$ cat src/design/hashed_grain_pixel_filter_assert.svh
// Assertion macros for the grain filter.
// Each expects clk and rst in scope.
`ifndef HASHED_GRAIN_PIXEL_FILTER_ASSERT_SVH
`define HASHED_GRAIN_PIXEL_FILTER_ASSERT_SVH

// same-cycle implication
`define GHF_ASSERT_NOW(label, ante, cons, msg) \
  label: assert property (@(posedge clk) disable iff (rst) (ante) |-> (cons)) else $error(msg);

// next-cycle implication
`define GHF_ASSERT_NEXT(label, ante, cons, msg) \
  label: assert property (@(posedge clk) disable iff (rst) (ante) |=> (cons)) else $error(msg);

`endif

$ cat src/design/ghf_pkg.sv
package ghf_pkg;

  localparam int COORD_BITS = 16;
  localparam int AMT_BITS = 8;
  localparam int FRAME_BITS = 31;
  localparam int CH_BITS = 8;
  localparam int COV_BITS = 9;
  localparam int HASH_BITS = 32;
  localparam int REM_BITS = AMT_BITS + 1;

  localparam int BITS_PER_STAGE = 4;
  localparam int MOD_STAGES = HASH_BITS / BITS_PER_STAGE;

  localparam int IN_BITS = 2 * COORD_BITS + 3 * CH_BITS + COV_BITS;
  localparam int IN_TDATA_W = ((IN_BITS + 7) / 8) * 8;
  localparam int OUT_TDATA_W = 3 * CH_BITS;

  localparam logic [HASH_BITS-1:0] MUL_X = 32'd73856093;
  localparam logic [HASH_BITS-1:0] MUL_Y = 32'd19349663;
  localparam logic [HASH_BITS-1:0] MUL_F = 32'd83492791;
  localparam logic [HASH_BITS-1:0] MIX_MUL = 32'h5bd1e995;
  localparam int MIX_SHIFT_A = 13;
  localparam int MIX_SHIFT_B = 15;

  localparam logic [COV_BITS-1:0] COV_FULL = 9'd256;
  localparam logic [CH_BITS-1:0] CH_MAX = 8'd255;

  localparam logic CFG_AMOUNT = 1'b0;
  localparam logic CFG_FRAME = 1'b1;

  typedef struct packed {
    logic [CH_BITS-1:0] red;
    logic [CH_BITS-1:0] green;
    logic [CH_BITS-1:0] blue;
    logic [COV_BITS-1:0] cov;
  } pix_t;

endpackage

$ cat src/design/ghf_hash.sv
module ghf_hash (
  input  logic clk,
  input  logic rst,
  input  logic en,
  input  logic in_valid,
  input  logic [ghf_pkg::COORD_BITS-1:0] x,
  input  logic [ghf_pkg::COORD_BITS-1:0] y,
  input  ghf_pkg::pix_t in_pix,
  input  logic [ghf_pkg::FRAME_BITS-1:0] frame,
  output logic out_valid,
  output logic [ghf_pkg::HASH_BITS-1:0] mixed,
  output ghf_pkg::pix_t out_pix
);
  import ghf_pkg::*;

  logic [HASH_BITS-1:0] prod_x, prod_y, prod_f;
  logic vld_a;
  pix_t pix_a;
  logic [HASH_BITS-1:0] h0, h1;

  // stage A: three coordinate products
  always_ff @(posedge clk) begin
    if (rst) begin
      vld_a <= 1'b0;
    end else if (en) begin
      vld_a <= in_valid;
    end
  end

  always_ff @(posedge clk) begin
    if (en) begin
      prod_x <= HASH_BITS'(HASH_BITS'(x) * MUL_X);
      prod_y <= HASH_BITS'(HASH_BITS'(y) * MUL_Y);
      prod_f <= HASH_BITS'(HASH_BITS'(frame) * MUL_F);
      pix_a <= in_pix;
    end
  end

  // stage B: fold, first xor-shift and mixing multiply
  always_comb begin
    h0 = prod_x ^ prod_y ^ prod_f;
    h1 = h0 ^ (h0 >> MIX_SHIFT_A);
  end

  always_ff @(posedge clk) begin
    if (rst) begin
      out_valid <= 1'b0;
    end else if (en) begin
      out_valid <= vld_a;
    end
  end

  always_ff @(posedge clk) begin
    if (en) begin
      mixed <= HASH_BITS'(h1 * MIX_MUL);
      out_pix <= pix_a;
    end
  end

endmodule

$ cat src/design/ghf_mod.sv
module ghf_mod (
  input  logic clk,
  input  logic rst,
  input  logic en,
  input  logic in_valid,
  input  logic [ghf_pkg::HASH_BITS-1:0] mixed,
  input  ghf_pkg::pix_t in_pix,
  input  logic [ghf_pkg::AMT_BITS-1:0] amount,
  output logic out_valid,
  output logic [ghf_pkg::REM_BITS-1:0] rem,
  output ghf_pkg::pix_t out_pix
);
  import ghf_pkg::*;
  `include "hashed_grain_pixel_filter_assert.svh"

  logic [REM_BITS-1:0] span;
  logic [HASH_BITS-1:0] hash;
  logic [MOD_STAGES-1:0] vld_q;
  logic [REM_BITS-1:0] rem_q [MOD_STAGES];
  logic [HASH_BITS-1:0] h_q [MOD_STAGES];
  pix_t pix_q [MOD_STAGES];

  // restoring remainder, a few hash bits per stage
  function automatic logic [REM_BITS-1:0] rem_chunk(
    input logic [REM_BITS-1:0] r_in,
    input logic [BITS_PER_STAGE-1:0] bits,
    input logic [REM_BITS-1:0] dvs
  );
    logic [REM_BITS:0] r;
    r = {1'b0, r_in};
    for (int k = BITS_PER_STAGE - 1; k >= 0; k--) begin
      r = {r[REM_BITS-1:0], bits[k]};
      if (r >= {1'b0, dvs}) begin
        r = r - {1'b0, dvs};
      end
    end
    return r[REM_BITS-1:0];
  endfunction

  assign span = {amount, 1'b1};
  assign hash = mixed ^ (mixed >> MIX_SHIFT_B);

  always_ff @(posedge clk) begin
    if (rst) begin
      vld_q <= '0;
    end else if (en) begin
      vld_q <= {vld_q[MOD_STAGES-2:0], in_valid};
    end
  end

  always_ff @(posedge clk) begin
    if (en) begin
      rem_q[0] <= rem_chunk('0, hash[HASH_BITS-1 -: BITS_PER_STAGE], span);
      h_q[0] <= hash << BITS_PER_STAGE;
      pix_q[0] <= in_pix;
      for (int i = 1; i < MOD_STAGES; i++) begin
        rem_q[i] <= rem_chunk(rem_q[i-1], h_q[i-1][HASH_BITS-1 -: BITS_PER_STAGE], span);
        h_q[i] <= h_q[i-1] << BITS_PER_STAGE;
        pix_q[i] <= pix_q[i-1];
      end
    end
  end

  assign out_valid = vld_q[MOD_STAGES-1];
  assign rem = rem_q[MOD_STAGES-1];
  assign out_pix = pix_q[MOD_STAGES-1];

  `GHF_ASSERT_NOW(a_rem_below_span, out_valid, rem < span, "remainder not below span")
  `GHF_ASSERT_NEXT(a_rem_held, !en, $stable(rem) && $stable(out_valid), "stalled remainder moved")

endmodule

$ cat src/design/ghf_blend.sv
module ghf_blend (
  input  logic clk,
  input  logic rst,
  input  logic en,
  input  logic in_valid,
  input  logic [ghf_pkg::REM_BITS-1:0] rem,
  input  ghf_pkg::pix_t in_pix,
  input  logic [ghf_pkg::AMT_BITS-1:0] amount,
  output logic out_valid,
  output logic [ghf_pkg::CH_BITS-1:0] red,
  output logic [ghf_pkg::CH_BITS-1:0] green,
  output logic [ghf_pkg::CH_BITS-1:0] blue
);
  import ghf_pkg::*;
  `include "hashed_grain_pixel_filter_assert.svh"

  localparam int DIFF_BITS = CH_BITS + 1;
  localparam int DELTA_BITS = REM_BITS + 1;
  localparam int PROD_BITS = 2 * CH_BITS + 2;

  logic signed [DELTA_BITS-1:0] delta;
  logic [CH_BITS-1:0] ch_in [3];
  logic signed [DIFF_BITS-1:0] diff_next [3];
  logic [COV_BITS-1:0] cov_sat;

  logic vld_1, vld_2;
  logic signed [DIFF_BITS-1:0] diff_1 [3];
  logic [CH_BITS-1:0] ch_1 [3];
  logic [COV_BITS-1:0] cov_1;
  logic signed [PROD_BITS-1:0] prod_2 [3];
  logic [CH_BITS-1:0] ch_2 [3];

  function automatic logic signed [DIFF_BITS-1:0] grain_diff(
    input logic [CH_BITS-1:0] ch,
    input logic signed [DELTA_BITS-1:0] d
  );
    logic signed [DELTA_BITS-1:0] sum;
    logic [CH_BITS-1:0] g;
    sum = $signed(DELTA_BITS'(ch)) + d;
    if (sum < 0) begin
      g = '0;
    end else if (sum > $signed(DELTA_BITS'(CH_MAX))) begin
      g = CH_MAX;
    end else begin
      g = sum[CH_BITS-1:0];
    end
    return $signed({1'b0, g}) - $signed({1'b0, ch});
  endfunction

  assign ch_in[0] = in_pix.red;
  assign ch_in[1] = in_pix.green;
  assign ch_in[2] = in_pix.blue;

  always_comb begin
    delta = $signed({1'b0, rem}) - $signed(DELTA_BITS'(amount));
    cov_sat = (in_pix.cov > COV_FULL) ? COV_FULL : in_pix.cov;
    for (int c = 0; c < 3; c++) begin
      diff_next[c] = grain_diff(ch_in[c], delta);
    end
  end

  always_ff @(posedge clk) begin
    if (rst) begin
      vld_1 <= 1'b0;
      vld_2 <= 1'b0;
      out_valid <= 1'b0;
    end else if (en) begin
      vld_1 <= in_valid;
      vld_2 <= vld_1;
      out_valid <= vld_2;
    end
  end

  // stage 1: saturated grain difference; stage 2: coverage product; stage 3: add back
  always_ff @(posedge clk) begin
    if (en) begin
      cov_1 <= cov_sat;
      for (int c = 0; c < 3; c++) begin
        diff_1[c] <= diff_next[c];
        ch_1[c] <= ch_in[c];
        prod_2[c] <= $signed(PROD_BITS'(diff_1[c])) * $signed(PROD_BITS'({1'b0, cov_1}));
        ch_2[c] <= ch_1[c];
      end
      red <= ch_2[0] + prod_2[0][2*CH_BITS-1:CH_BITS];
      green <= ch_2[1] + prod_2[1][2*CH_BITS-1:CH_BITS];
      blue <= ch_2[2] + prod_2[2][2*CH_BITS-1:CH_BITS];
    end
  end

  `GHF_ASSERT_NEXT(a_zero_cov_zero_prod, en && vld_1 && cov_1 == '0, prod_2[0] == '0 && prod_2[1] == '0 && prod_2[2] == '0, "zero coverage gave a product")
  `GHF_ASSERT_NEXT(a_full_cov_range, en && vld_1 && cov_1 == COV_FULL, prod_2[0][CH_BITS-1:0] == '0, "full coverage product not whole")

endmodule

$ cat src/design/hashed_grain_pixel_filter.sv
// Spatial hash grain filter for a pixel stream.
// Input stream (s_axis): one pixel per request with its coordinates, red,
// green and blue bytes and a coverage value (0..255, 256 = full replace,
// larger values act as 256). Output stream (m_axis): the blended channels.
// Configuration: cfg_we with cfg_index 0 writes grain_amount (cfg_data[7:0]),
// index 1 writes frame_number (cfg_data[30:0]); write only while the block
// is empty.
// Pipeline: the hash multipliers, the remainder by 2*amount+1 (four hash
// bits per stage), then the blend. Throughput is one pixel per clock
// while m_axis_tready does not hold the pipeline.
// The whole pipeline advances together; when m_axis_tready is low with a
// result on the output, every stage holds and s_axis_tready drops, so
// nothing is lost or repeated. Empty stages fill while the output waits
// only once it has been taken.
// Synchronous reset clears all valid bits and both configuration registers.
module hashed_grain_pixel_filter (
  input  logic clk,
  input  logic rst,
  input  logic s_axis_tvalid,
  output logic s_axis_tready,
  // pixel_x, pixel_y, red_in, green_in, blue_in, coverage, zero pad
  input  logic [ghf_pkg::IN_TDATA_W-1:0] s_axis_tdata,
  output logic m_axis_tvalid,
  input  logic m_axis_tready,
  // red_out, green_out, blue_out
  output logic [ghf_pkg::OUT_TDATA_W-1:0] m_axis_tdata,
  input  logic cfg_we,
  input  logic cfg_index,
  input  logic [ghf_pkg::FRAME_BITS-1:0] cfg_data
);
  import ghf_pkg::*;

  localparam int Y_LSB = COORD_BITS;
  localparam int R_LSB = 2 * COORD_BITS;
  localparam int G_LSB = R_LSB + CH_BITS;
  localparam int B_LSB = G_LSB + CH_BITS;
  localparam int C_LSB = B_LSB + CH_BITS;

  logic [AMT_BITS-1:0] grain_amount;
  logic [FRAME_BITS-1:0] frame_number;
  logic en;
  pix_t pix_in, pix_h, pix_m;
  logic vld_h, vld_m;
  logic [HASH_BITS-1:0] mixed;
  logic [REM_BITS-1:0] rem;
  logic [CH_BITS-1:0] red, green, blue;

  always_ff @(posedge clk) begin
    if (rst) begin
      grain_amount <= '0;
      frame_number <= '0;
    end else if (cfg_we) begin
      case (cfg_index)
        CFG_AMOUNT: grain_amount <= cfg_data[AMT_BITS-1:0];
        CFG_FRAME: frame_number <= cfg_data;
        default: ;
      endcase
    end
  end

  assign en = !m_axis_tvalid || m_axis_tready;
  assign s_axis_tready = en;

  assign pix_in.red = s_axis_tdata[R_LSB +: CH_BITS];
  assign pix_in.green = s_axis_tdata[G_LSB +: CH_BITS];
  assign pix_in.blue = s_axis_tdata[B_LSB +: CH_BITS];
  assign pix_in.cov = s_axis_tdata[C_LSB +: COV_BITS];

  ghf_hash u_hash (
    .clk(clk),
    .rst(rst),
    .en(en),
    .in_valid(s_axis_tvalid),
    .x(s_axis_tdata[COORD_BITS-1:0]),
    .y(s_axis_tdata[Y_LSB +: COORD_BITS]),
    .in_pix(pix_in),
    .frame(frame_number),
    .out_valid(vld_h),
    .mixed(mixed),
    .out_pix(pix_h)
  );

  ghf_mod u_mod (
    .clk(clk),
    .rst(rst),
    .en(en),
    .in_valid(vld_h),
    .mixed(mixed),
    .in_pix(pix_h),
    .amount(grain_amount),
    .out_valid(vld_m),
    .rem(rem),
    .out_pix(pix_m)
  );

  ghf_blend u_blend (
    .clk(clk),
    .rst(rst),
    .en(en),
    .in_valid(vld_m),
    .rem(rem),
    .in_pix(pix_m),
    .amount(grain_amount),
    .out_valid(m_axis_tvalid),
    .red(red),
    .green(green),
    .blue(blue)
  );

  assign m_axis_tdata = {blue, green, red};

endmodule

$ cat config.mk
export PLATFORM = sky130hd
export DESIGN_NAME = hashed_grain_pixel_filter
export DESIGN_NICKNAME = d
export VERILOG_FILES = /design/src/design/ghf_pkg.sv /design/src/design/ghf_hash.sv /design/src/design/ghf_mod.sv /design/src/design/ghf_blend.sv /design/src/design/hashed_grain_pixel_filter.sv
export VERILOG_INCLUDE_DIRS = /design/src /design/src/design
export SDC_FILE = /design/constraint.sdc
export NUM_CORES = 2
export LEC_CHECK = 0
export BUFFER_PORTS_ARGS = -buffer_cell sky130_fd_sc_hd__buf_2
export CORE_ASPECT_RATIO = 1.5
export CORE_MARGIN = 3
export CORE_UTILIZATION = 27
export CTS_BUF_LIST = sky130_fd_sc_hd__clkbuf_4 sky130_fd_sc_hd__clkbuf_8
export CTS_CLUSTER_DIAMETER = 60
export DETAILED_ROUTE_END_ITERATION = 8
export SKIP_LAST_GASP = 1
export SLEW_MARGIN = 20
export SYNTH_ARGS = -nofsm -noshare
export SYNTH_HDL_FRONTEND = slang
export SYNTH_SLANG_ARGS = --single-unit
$ cat constraint.sdc
create_clock -name clk -period 30.6 [get_ports clk]
set_input_delay 1.53 -clock clk [delete_from_list [all_inputs] [get_ports clk]]
set_output_delay 1.53 -clock clk [all_outputs]
set_load 0.02 [all_outputs]
; ---- Word-level counts from Yosys, hierarchy flattened
; Memory sizes are Yosys's and may differ from the RTL's.
; Index checks and enable logic that the tools add are counted.
[classes]
n_mul = 7
n_reduce_logical = 4
addsub = 42
order_cmp = 39
bitwise = 5
mux = 72
[ops]
columns = operator, count
row1 = 9-bit two-way mux, 64
row2 = 10-bit by 9-bit greater-or-equal comparator with 1-bit output, 31
row3 = 9-bit subtractor, 31
row4 = 32-bit XOR, 2
row5 = 9-bit by 10-bit multiplier with 18-bit output, 3
row6 = 8-bit two-way mux, 6
row7 = "16-bit by 25-bit multiplier with 32-bit output, second input constant", 1
row8 = "16-bit by 27-bit multiplier with 32-bit output, second input constant", 1
row9 = "31-bit by 27-bit multiplier with 32-bit output, second input constant", 1
row10 = "32-bit by 31-bit multiplier with 32-bit output, second input constant", 1
row11 = 32-bit by 17-bit XOR with 32-bit output, 1
row12 = 32-bit by 19-bit XOR with 32-bit output, 1
row13 = 9-bit by 10-bit adder with 10-bit output, 3
row14 = "10-bit by 9-bit > comparator with 1-bit output, second input constant", 3
row15 = "10-bit by 1-bit less-than comparator with 1-bit output, second input constant", 3
row16 = 8-bit by 8-bit subtractor with 9-bit output, 3
row17 = 8-bit adder, 3
row18 = 9-bit by 8-bit subtractor with 10-bit output, 1
row19 = 1-bit by 9-bit greater-or-equal comparator with 1-bit output, 1
row20 = "9-bit > comparator, second input constant", 1
row21 = 1-bit by 9-bit subtractor with 9-bit output, 1
row22 = 2-bit AND reduction, 2
row23 = 1-bit two-way mux, 2
row24 = 1-bit logical NOT, 1
row25 = other kinds (2), 2
[totals]
memories = 7
out_inout_bits = 26
inputBits = 109
wordCells = 200
mem_bits_rw = 689
ff_bits = 279
[memory_table]
columns = memory, words, word_bits, read_ports, rd_ports_with_merged_regs, wr, line_no
row1 = u_mod.pix_q, 8, 33, 8, 0, 8, ghf_mod.sv:21  ; pix_t pix_q [MOD_STAGES];
row2 = u_mod.h_q, 8, 28, 7, 0, 8, ghf_mod.sv:20  ; logic [HASH_BITS-1:0] h_q [MOD_STAGES];
row3 = u_mod.rem_q, 8, 9, 8, 0, 8, ghf_mod.sv:19  ; logic [REM_BITS-1:0] rem_q [MOD_STAGES];
row4 = u_blend.prod_2, 3, 18, 3, 0, 3, ghf_blend.sv:30  ; logic signed [PROD_BITS-1:0] prod_2 [3];
row5 = u_blend.diff_1, 3, 9, 3, 0, 3, ghf_blend.sv:27  ; logic signed [DIFF_BITS-1:0] diff_1 [3];
row6 = u_blend.ch_1, 3, 8, 3, 0, 3, ghf_blend.sv:28  ; logic [CH_BITS-1:0] ch_1 [3];
row7 = 1 more memories, --, --, --, --, --, --

; ---- Depth between registers and ports, before layout
[logic_depth]
depth_word = 13
mapped_depth = 37
ltp_nobuf = 34

; ---- Hierarchy
; A second synthesis with hierarchy kept.
[unflattened]
cells_unflattened = 7221
area_unflattened_um2 = 81226.7
[modules_own_cells]
columns = module, n_inst, cells_per_inst, area_per_inst_um2, seq_area_each_um2
row1 = ghf_hash, 1, 3293, 35863.1, 5865.6
row2 = ghf_mod, 1, 2300, 28641.2, 13613.1
row3 = ghf_blend, 1, 1458, 14833.0, 4023.9
row4 = hashed_grain_pixel_filter, 1, 170, 1889.3, 780.7

; ---- Worst setup path after synthesis
; Ideal clock, no wire load.
[synth_timing]
path_kind = in2out
start = in m_axis_tready
end = out s_axis_tready
stages = 3
n_path_buf = 1
arrival_time_ps = 22882
slack_ps = 6188
required_time_ps = 29070
cell_sequence = nor2b_1 -> inv_1 -> clkbuf_1
[synth_between]
elab_chain_cells = 1
[synth_lines]
columns = item, line_no
row1 = "start, declared", hashed_grain_pixel_filter.sv:24  ; input logic m_axis_tready,
row2 = 1-bit logical OR, hashed_grain_pixel_filter.sv:61  ; assign en = !m_axis_tvalid || m_axis_tready;
row3 = "end, declared", hashed_grain_pixel_filter.sv:20  ; output logic s_axis_tready,
; No other way between the ends.

==> run summary <==
Status: finished clean
Post-DP HPWL: 147900 µm
Tcrit/Tclk final: 35.13%
RSZ-0062 raised after global routing: no
Area share of the largest cell type after synthesis: 29.48%
Setup TNS: 0 ps
CP required: 31200 ps
Synth Instances: 6996
Routed WL: 183000 µm
Antenna Nets Post-Route: 0
GRT Overall Usage: 12.32%
Max incr delay on CP: 830 ps
Area leader, netlist: edfxtp_1
Layout cells sized above 1: 8.584%
Vias per cell: 4.496
CP Class: flip-flop to flip-flop
CORE AREA: 290100 µm²
Most common cell after layout, fill and taps aside: inv_1
#FFs+latches synth: 826
Setup bufs post-CTS: 0
Min Tclk post-route: 10750 ps
Port bufs: 127
Via Count: 50170
Worst path most repeated cell: a21oi_1
Ys flop type: edfxtp_1
Post-synth EDFFs: 774
FF-to-FF setup slack: 19850 ps
Max-slew violations: 0
Post-synth net total: 9024
Number of max-cap violations: 0
WHS Endpoint: u_mod.pix_q[0][80]$_DFFE_PP_
Num ports: 135
Reg clk slew, reported paths: 60 ps
NumNets Final: 9298
Ys Warns: 0
Slew @ Worst Pin: 1165 ps
Initial antenna violation count: 5
Area contributors post-synth: edfxtp_1, fa_1, ha_1
Hold Startpoint: u_mod.pix_q[0][47]$_DFFE_PP_
Die W: 447.2 µm
Clock Skew: 113.3 ps
Async SR Flop Fraction: 0%
Final Hold Slack: 350.0 ps
Initial core utilization: 27.18%
Detailed Route Iter0 Violations: 2281
Cell depth of the worst flop-to-flop path: 35
Vias in the first global route: 55920
Reg2reg start: grain_amount[4]$_SDFFE_PP0P_
Pre-antenna DRT Iters: 8
Cell Area, Synth: 78840 µm²
Num rows: 242
Final setup violation count: 0
CTS Root Cell: clkbuf_8
RePlAce Congestion: 0.8876
Mean Syn Cell Area: 11.27 µm²
DRC viols: 0
CTS buffer count: 156
Fmax: 93.03 MHz
Reg2reg end: u_mod.rem_q[0][22]$_DFFE_PP_
Hold path cells: 0
Clock sinks: 826
WL/cell: 16.40 µm
Sequential area share after synthesis: 30.80%
Post-synth cell types: 77
Largest net degree at the start of global routing: 165
CP startpoint kind: flip-flop
Hold Path Class: flip-flop to flip-flop
Fin util: 30.18%
H-tree depth: 4
Worst-skew pair later-pin latency: 910 ps
CTS tree: built
CP arrival: 11350 ps
Max-slew headroom: 21.35%
Post-DP Area: 84470 µm²
Final hold vios: 0
Max clock buf depth: 4
Synth-to-Final Area Change: 11.02%
Post-route cell area: 87540 µm²
Crit path capture type: flip-flop
Post-cts resize count: 0
CP max-delay cell: a21oi_1
# hold bufs at CTS: 0
Aggregate global routing overflow: 0
Commonest non-fill, non-tap cells in the layout: inv_1, ha_1, fa_1, edfxtp_1, xnor2_1
DIE HEIGHT: 667.8 µm
First-pass GRT wire length: 292200 µm
Maximum fanout along the worst path: 21
Die area: 298700 µm²
Yosys cell counts, types with 8 or more instances:
cell type	instances
a2111oi_0	8
a211o_1	10
a211oi_1	31
a21boi_0	9
a21o_1	147
a21oi_1	361
a21oi_2	8
a221o_1	11
a221oi_1	8
a31oi_1	15
and2_1	94
and3_1	19
buf_2	13
clkbuf_1	60
dfxtp_1	52
edfxtp_1	774
fa_1	861
ha_1	1058
inv_1	1474
mux2_2	149
mux2i_1	21
nand2_1	296
nand2b_1	51
nand3_1	47
nand4_1	47
nor2_1	190
nor2b_1	66
nor3_1	54
o211ai_1	14
o21a_1	24
o21ai_0	163
o21bai_1	94
o31ai_1	13
o41ai_1	13
or2_2	9
or3_1	11
or4_1	10
xnor2_1	407
xor2_1	199
cell families after synthesis:
family | Yosys count | synth area share (%)
DFF | 826 | 30.80
muxes | 172 | 2.423
xor gates and xnor gates | 609 | 6.817
and+or+nand+nor | 917 | 5.627
AOI/OAI and AO/OA | 1000 | 8.268
buffers and inverters | 1553 | 7.414
adders and majority gates | 1919 | 38.65
cell type report:
cell class,instances,area (µm²)
repair buffers,195,1156
clock buffers,199,2501
fillers,29620,202500
flip-flops and latches,826,24280
clock inverters,63,553.0
inverters,1474,5540
well taps,3782,4732
multi-input cells,4617,48760
diodes,3,7.507
routing by layer:
| layer | wire, µm | vias up | GRT usage [%] |
|---|---|---|---|
| met5 | 0 | - | 0 |
| met4 | 7935 | 0 | 4.953 |
| met3 | 5482 | 418 | 1.518 |
| met2 | 103700 | 927 | 25.02 |
| met1 | 65860 | 25040 | 12.37 |
| li1 | - | 23780 | - |
metrics by stage:
| step | setup slack (ps) | std cells |
|---|---|---|
| detailed placement | 19830 | 10890 |
| global route | 19060 | 11160 |
| global placement | 19930 | 10890 |
| finish | 19850 | 11160 |
| floorplan | 6188 | 6996 |
| CTS | 19810 | 11160 |
flip-flops by register name, indices dropped and copies added, names as in the netlist, 8 cells and up:
register        cells
u_blend.cov_1       9
u_mod.vld_q         8
u_hash.out_pix     33
u_mod.rem_q        72
u_mod.pix_q       264
frame_number       31
u_hash.prod_x      32
u_hash.prod_f      32
u_blend.red         8
u_blend.ch_1       24
u_hash.pix_a       33
u_blend.blue        8
grain_amount        8
u_hash.prod_y      32
u_mod.h_q         112
u_blend.ch_2       24
u_blend.prod_2     24
u_blend.diff_1     27
u_blend.green       8
u_hash.mixed       32
worst max-delay path: cells and delay by family (launching register included):
| kind | cells | cell delay (ps) |
|---|---|---|
| adders and majority gates | 4 | 1470 |
| buffers and inverters | 3 | 800 |
| DFF | 1 | 320 |
| AOI/OAI and AO/OA | 17 | 5080 |
| and+or+nand+nor | 7 | 1400 |
| muxes | 3 | 1200 |
| xor gates and xnor gates | 1 | 190 |
worst max-delay path by stage:
stage / from / endpoint / slack [ps] / cells after the start
finish: grain_amount[4]$_SDFFE_PP0P_ / u_mod.rem_q[0][22]$_DFFE_PP_ / 19850 / 35
floorplan: m_axis_tready / s_axis_tready / 6190 / 3
detailed placement: grain_amount[4]$_SDFFE_PP0P_ / u_mod.rem_q[0][22]$_DFFE_PP_ / 19830 / 35
global route: grain_amount[0]$_SDFFE_PP0P_ / u_mod.rem_q[0][21]$_DFFE_PP_ / 19060 / 34
global placement: grain_amount[4]$_SDFFE_PP0P_ / u_mod.rem_q[0][22]$_DFFE_PP_ / 19930 / 35
CTS: grain_amount[0]$_SDFFE_PP0P_ / u_mod.rem_q[0][10]$_DFFE_PP_ / 19810 / 34
Power is left out: the tool's default activity adds up to more than one toggle a clock period on the data nets, which glitch-free logic cannot reach.
